[src/hw/rtl/pcic_pkg.sv]
// Package: shared widths, operation codes, controller states and command types.
`default_nettype none

package pcic_pkg;

  // Default sizing, taken up by the top level and the datapath
  localparam int unsigned CELL_COUNT_DEF = 4096;
  localparam int unsigned INDEX_BITS_DEF = 48;

  // Port field widths
  localparam int unsigned PointW   = 48;
  localparam int unsigned CellW    = 12;
  localparam int unsigned ThrW     = 32;
  localparam int unsigned CountW   = 32;
  localparam int unsigned SDataW   = 64;
  localparam int unsigned SUserW   = 1;
  localparam int unsigned MDataW   = 232;
  localparam int unsigned MDataPad = 3;

  // Result beat bit positions used outside the datapath
  localparam int unsigned MBitIvalid = 3;
  localparam int unsigned MBitOerr   = 228;

  // Operation codes carried on s_axis_tuser
  localparam logic OP_ADD   = 1'b0;
  localparam logic OP_QUERY = 1'b1;

  typedef enum logic [1:0] {
    ST_CLEAR,
    ST_IDLE,
    ST_CALC,
    ST_UPDATE
  } pcic_state_e;

  // Controller to datapath
  typedef struct packed {
    logic clr_en;
    logic rd_en;
    logic calc_en;
    logic upd_en;
  } pcic_cmd_t;

  // Datapath to controller
  typedef struct packed {
    logic clr_last;
  } pcic_stat_t;

endpackage

`default_nettype wire

[src/hw/rtl/pcic_ctrl.sv]
// Controller: sequences the clearing sweep and the read, calculate, update steps per beat.
`default_nettype none

module pcic_ctrl (
  input  wire logic                 clk_i,
  input  wire logic                 rst_ni,
  input  wire logic                 s_axis_tvalid,
  output logic                      s_axis_tready,
  output logic                      m_axis_tvalid,
  input  wire logic                 m_axis_tready,
  input  wire pcic_pkg::pcic_stat_t stat_i,
  output pcic_pkg::pcic_cmd_t       cmd_o
);
  import pcic_pkg::*;

  pcic_state_e state_q, state_d;
  logic        m_valid_q, m_valid_d;
  logic        out_free;

  assign out_free = !m_valid_q || m_axis_tready;

  // Next state
  always_comb begin
    state_d = state_q;
    case (state_q)
      ST_CLEAR: begin
        if (stat_i.clr_last) state_d = ST_IDLE;
      end
      ST_IDLE: begin
        if (s_axis_tvalid) state_d = ST_CALC;
      end
      ST_CALC: begin
        state_d = ST_UPDATE;
      end
      ST_UPDATE: begin
        if (out_free) state_d = ST_IDLE;
      end
      default: begin
        state_d = ST_CLEAR;
      end
    endcase
  end

  // Outputs
  always_comb begin
    cmd_o         = '0;
    s_axis_tready = 1'b0;
    case (state_q)
      ST_CLEAR: begin
        cmd_o.clr_en = 1'b1;
      end
      ST_IDLE: begin
        s_axis_tready = 1'b1;
        cmd_o.rd_en   = s_axis_tvalid;
      end
      ST_CALC: begin
        cmd_o.calc_en = 1'b1;
      end
      ST_UPDATE: begin
        cmd_o.upd_en = out_free;
      end
      default: begin
        cmd_o = '0;
      end
    endcase
  end

  // Hold the result beat until the sink takes it
  always_comb begin
    m_valid_d = m_valid_q;
    if (cmd_o.upd_en) begin
      m_valid_d = 1'b1;
    end else if (m_axis_tready) begin
      m_valid_d = 1'b0;
    end
  end

  assign m_axis_tvalid = m_valid_q;

  always_ff @(posedge clk_i or negedge rst_ni) begin
    if (!rst_ni) begin
      state_q   <= ST_CLEAR;
      m_valid_q <= 1'b0;
    end else begin
      state_q   <= state_d;
      m_valid_q <= m_valid_d;
    end
  end

endmodule

`default_nettype wire

[config.mk]
export PLATFORM = sky130hd
export DESIGN_NAME = pcic_ctrl
export DESIGN_NICKNAME = d
export VERILOG_FILES = /design/src/hw/rtl/pcic_pkg.sv /design/src/hw/rtl/pcic_ctrl.sv
export SDC_FILE = /design/constraint.sdc
export NUM_CORES = 1
export LEC_CHECK = 0
export ABC_AREA = 1
export CAP_MARGIN = 20
export CORE_AREA = 2 2 39 41
export DETAILED_ROUTE_END_ITERATION = 16
export DIE_AREA = 0 0 41 43
export DONT_BUFFER_PORTS = 1
export GPL_ROUTABILITY_DRIVEN = 0
export PLACE_DENSITY = 0.36
export SLEW_MARGIN = 10
export SYNTH_ARGS = -nofsm -noshare
export SYNTH_HDL_FRONTEND = slang
export SYNTH_SLANG_ARGS = --single-unit
[constraint.sdc]
create_clock -name clk_i -period 1.56 [get_ports clk_i]
set_clock_uncertainty 0.15 [all_clocks]
set_input_delay 0.312 -clock clk_i [delete_from_list [all_inputs] [get_ports clk_i]]
set_output_delay 0.312 -clock clk_i [all_outputs]
set_load 0.05 [all_outputs]
==> key figures <==
Final layout
  – Fin area: 447.9 um2
  – Ant diodes: 0
  – Area grow syn2layout: 78.11%
  – Total Nets Final: 55
  – Share of cells above drive strength 1: about three fifths

Clock network
  – Clock Path Buffers: 2
  – CTS tree: done
  – TritonCTS sink count: 3
  – Root buf cell: clkbuf_4
  – H-Tree Depth: 1
  – Worst-Skew Late Latency: 0.23 ns
  – CTS Buf Count: 3
  – Clk pin slew, worst setup/hold paths: approximately 0.04 ns

Timing
  – Min cycle time layout: 1.622 ns
  – Tcrit/Tclk final: 104.0%
  – PnR worst setup slack: -0.06168 ns
  – Unrepaired setup endpoints after global routing: yes
  – Fin. Hold Viols: 0
  – Slew Limit Headroom: 83.35%
  – Worst Tran Pin Value: around 0.25 ns
  – # setup viols final: 4
  – Highest Clock Rate: about 620 MHz
  – Max-slew violation count: 0

Global routing
  – Tot GR Track Use: 8.543%
  – GR peak layer: met2
  – Number of global-route vias before repair: 243
  – Met3 usage: 3.665%
  – GR Util met1: 8.387%
  – Largest net degree at the start of global routing: 5
  – M2 GR Usage: 12.50%
  – Grt ovf: 0
  – First-pass GRT wire length: 959 um
  – Initial antenna violation count: 0

Die
  – I/O pin count: 11
  – Initial Util: 18.17%
  – Vert. Die Dim: 43 um
  – Row Count: 14
  – Die area: around 0.0018 mm2
  – Chip Width: roughly 40 um
  – Placeable Area: 0.001384 mm2

Setup path
  – WP data arrival: 1.16 ns
  – Startpoint types: flip-flop
  – CP required: 1.10 ns
  – CP Capture Type: output pin
  – CP Class: flip-flop to output pin
  – Crit path max fanout: 3

Min path
  – Worst Hold Class: input pin to flip-flop

Detailed routing
  – DRT iter0 DRCs: 0
  – WL/cell: ~9 um
  – Routed vias: between 200 and 250
  – Post-route ant nets: 0
  – Final wirelength: approximately 530 um
  – Vias per inst: slightly below 4
  – First-pass DRT Iterations: 1
  – # DRC: 0

Synth
  – #FFs+latches synth: 3
  – Yosys warnings: 0
  – Post-synthesis cell count: 31
  – Distinct cell type count after synthesis: 9
  – Register area share after synthesis: 29.85%
  – Synthesized area: roughly 250 um2
  – Mapped Nets: 41
  – Syn Area/Cell: between 8 and 9 um2

Placement
  – I/O Buffers: 0
  – Pre-CTS setup slack: 0.04230 ns
  – Placed inst area: 342.8 um2
  – Hpwl dp: 383.9 um

Outcome
  – Failing checks: negative setup slack
  – Status: finished with violations

Job
  – Max-cap violations: 0
kinds of logic (layout without fill, tap and decap cells):
family | Yosys count | after routing | synth area share, %
buf+inv | 9 | 22 | 14.93
simple gates | 13 | 13 | 28.36
compound gates | 1 | 1 | 1.988
fa+ha+maj | 5 | 5 | 24.88
flops | 3 | 3 | 29.85
routing by layer:
layer  up-vias  wire [um]  share of wire [%]
met5         -          0                  0
met4         0          0                  0
met1       112        214                 40
li1        118          -                  -
met3         0         29                5.5
met2         7        286                 54
area by class of cell:
class,instances,area (um2)
inverters,8,33.78
fillers,157,935.9
multi-input cells,19,180.2
well taps,16,20.02
clock buffers,4,26.28
repair buffers,10,110.1
flip-flops and latches,3,77.57
synth_stat cells (all sizes together):
cell / n / share of area, %
ha: 5 / 25
nand2: 9 / 15
nand4: 2 / 5.0
inv: 8 / 12
a21oi: 1 / 2.0
buf: 1 / 3.0
nand3: 2 / 8.0
dfrtp: 3 / 30
through the flow:
stage | instances | TNS [ns] | hold WS (ns) | utilization, %
floorplan | 31 | 0 | -0.1336 | -
global placement | 51 | 0 | -0.1335 | 24.77
detailed placement | 51 | 0 | -0.1335 | 24.77
CTS | 59 | -0.3020 | 0.1092 | 30.83
global route | 60 | -0.4106 | 0.1467 | 32.37
finish | 60 | -0.1746 | 0.1260 | 32.37
cell usage in the layout (no fill, tap or decap), types with 2 or more instances in the layout:
| cell | instances |
|---|---|
| buf_12 | 2 |
| buf_4 | 5 |
| buf_6 | 2 |
| clkbuf_4 | 3 |
| dfrtp_2 | 2 |
| ha_2 | 2 |
| ha_4 | 2 |
| inv_1 | 5 |
| inv_2 | 2 |
| nand2_1 | 6 |
| nand2_2 | 2 |
| nand3_2 | 2 |
| nand4_1 | 2 |
path summary, 6_finish.rpt:
| check | startpoint | to | slack (ns) | depth (start not counted) |
|---|---|---|---|---|
| max | state_q[1] | cmd_o[2] | -0.06 | 4 |
| min | m_axis_tready | m_axis_tvalid | 0.13 | 3 |
| max reg2reg | state_q[1] | state_q[0] | 0.20 | 6 |
| min reg2reg | state_q[1] | state_q[1] | 0.51 | 3 |
| max in group asynchronous | rst_ni | state_q[1] | 0.92 | 1 |
| min in group asynchronous | rst_ni | state_q[0] | 0.18 | 1 |
sequential cells by signal (all words and copies together), names as in the netlist:
signal         flops
m_axis_tvalid      1
state_q            2
critical path, stage by stage (launching register included):
cell        delay (ns)
dfrtp_2           0.40
inv_2             0.07
ha_4              0.17
nand2_4           0.06
clkinvlp_4        0.23
timing repair:
item | CTS | global route
endpoints found under the setup margin | 5 | 5
pin swaps | 1 | 1
resized for setup | 9 | 4
hold buffers | 1 | 0
buffers inserted | 3 | 1
hold endpoints to repair | 3 | 0
Power is not shown: default switching activity piles up to over one toggle a cycle in this logic, so the estimate is an artifact.
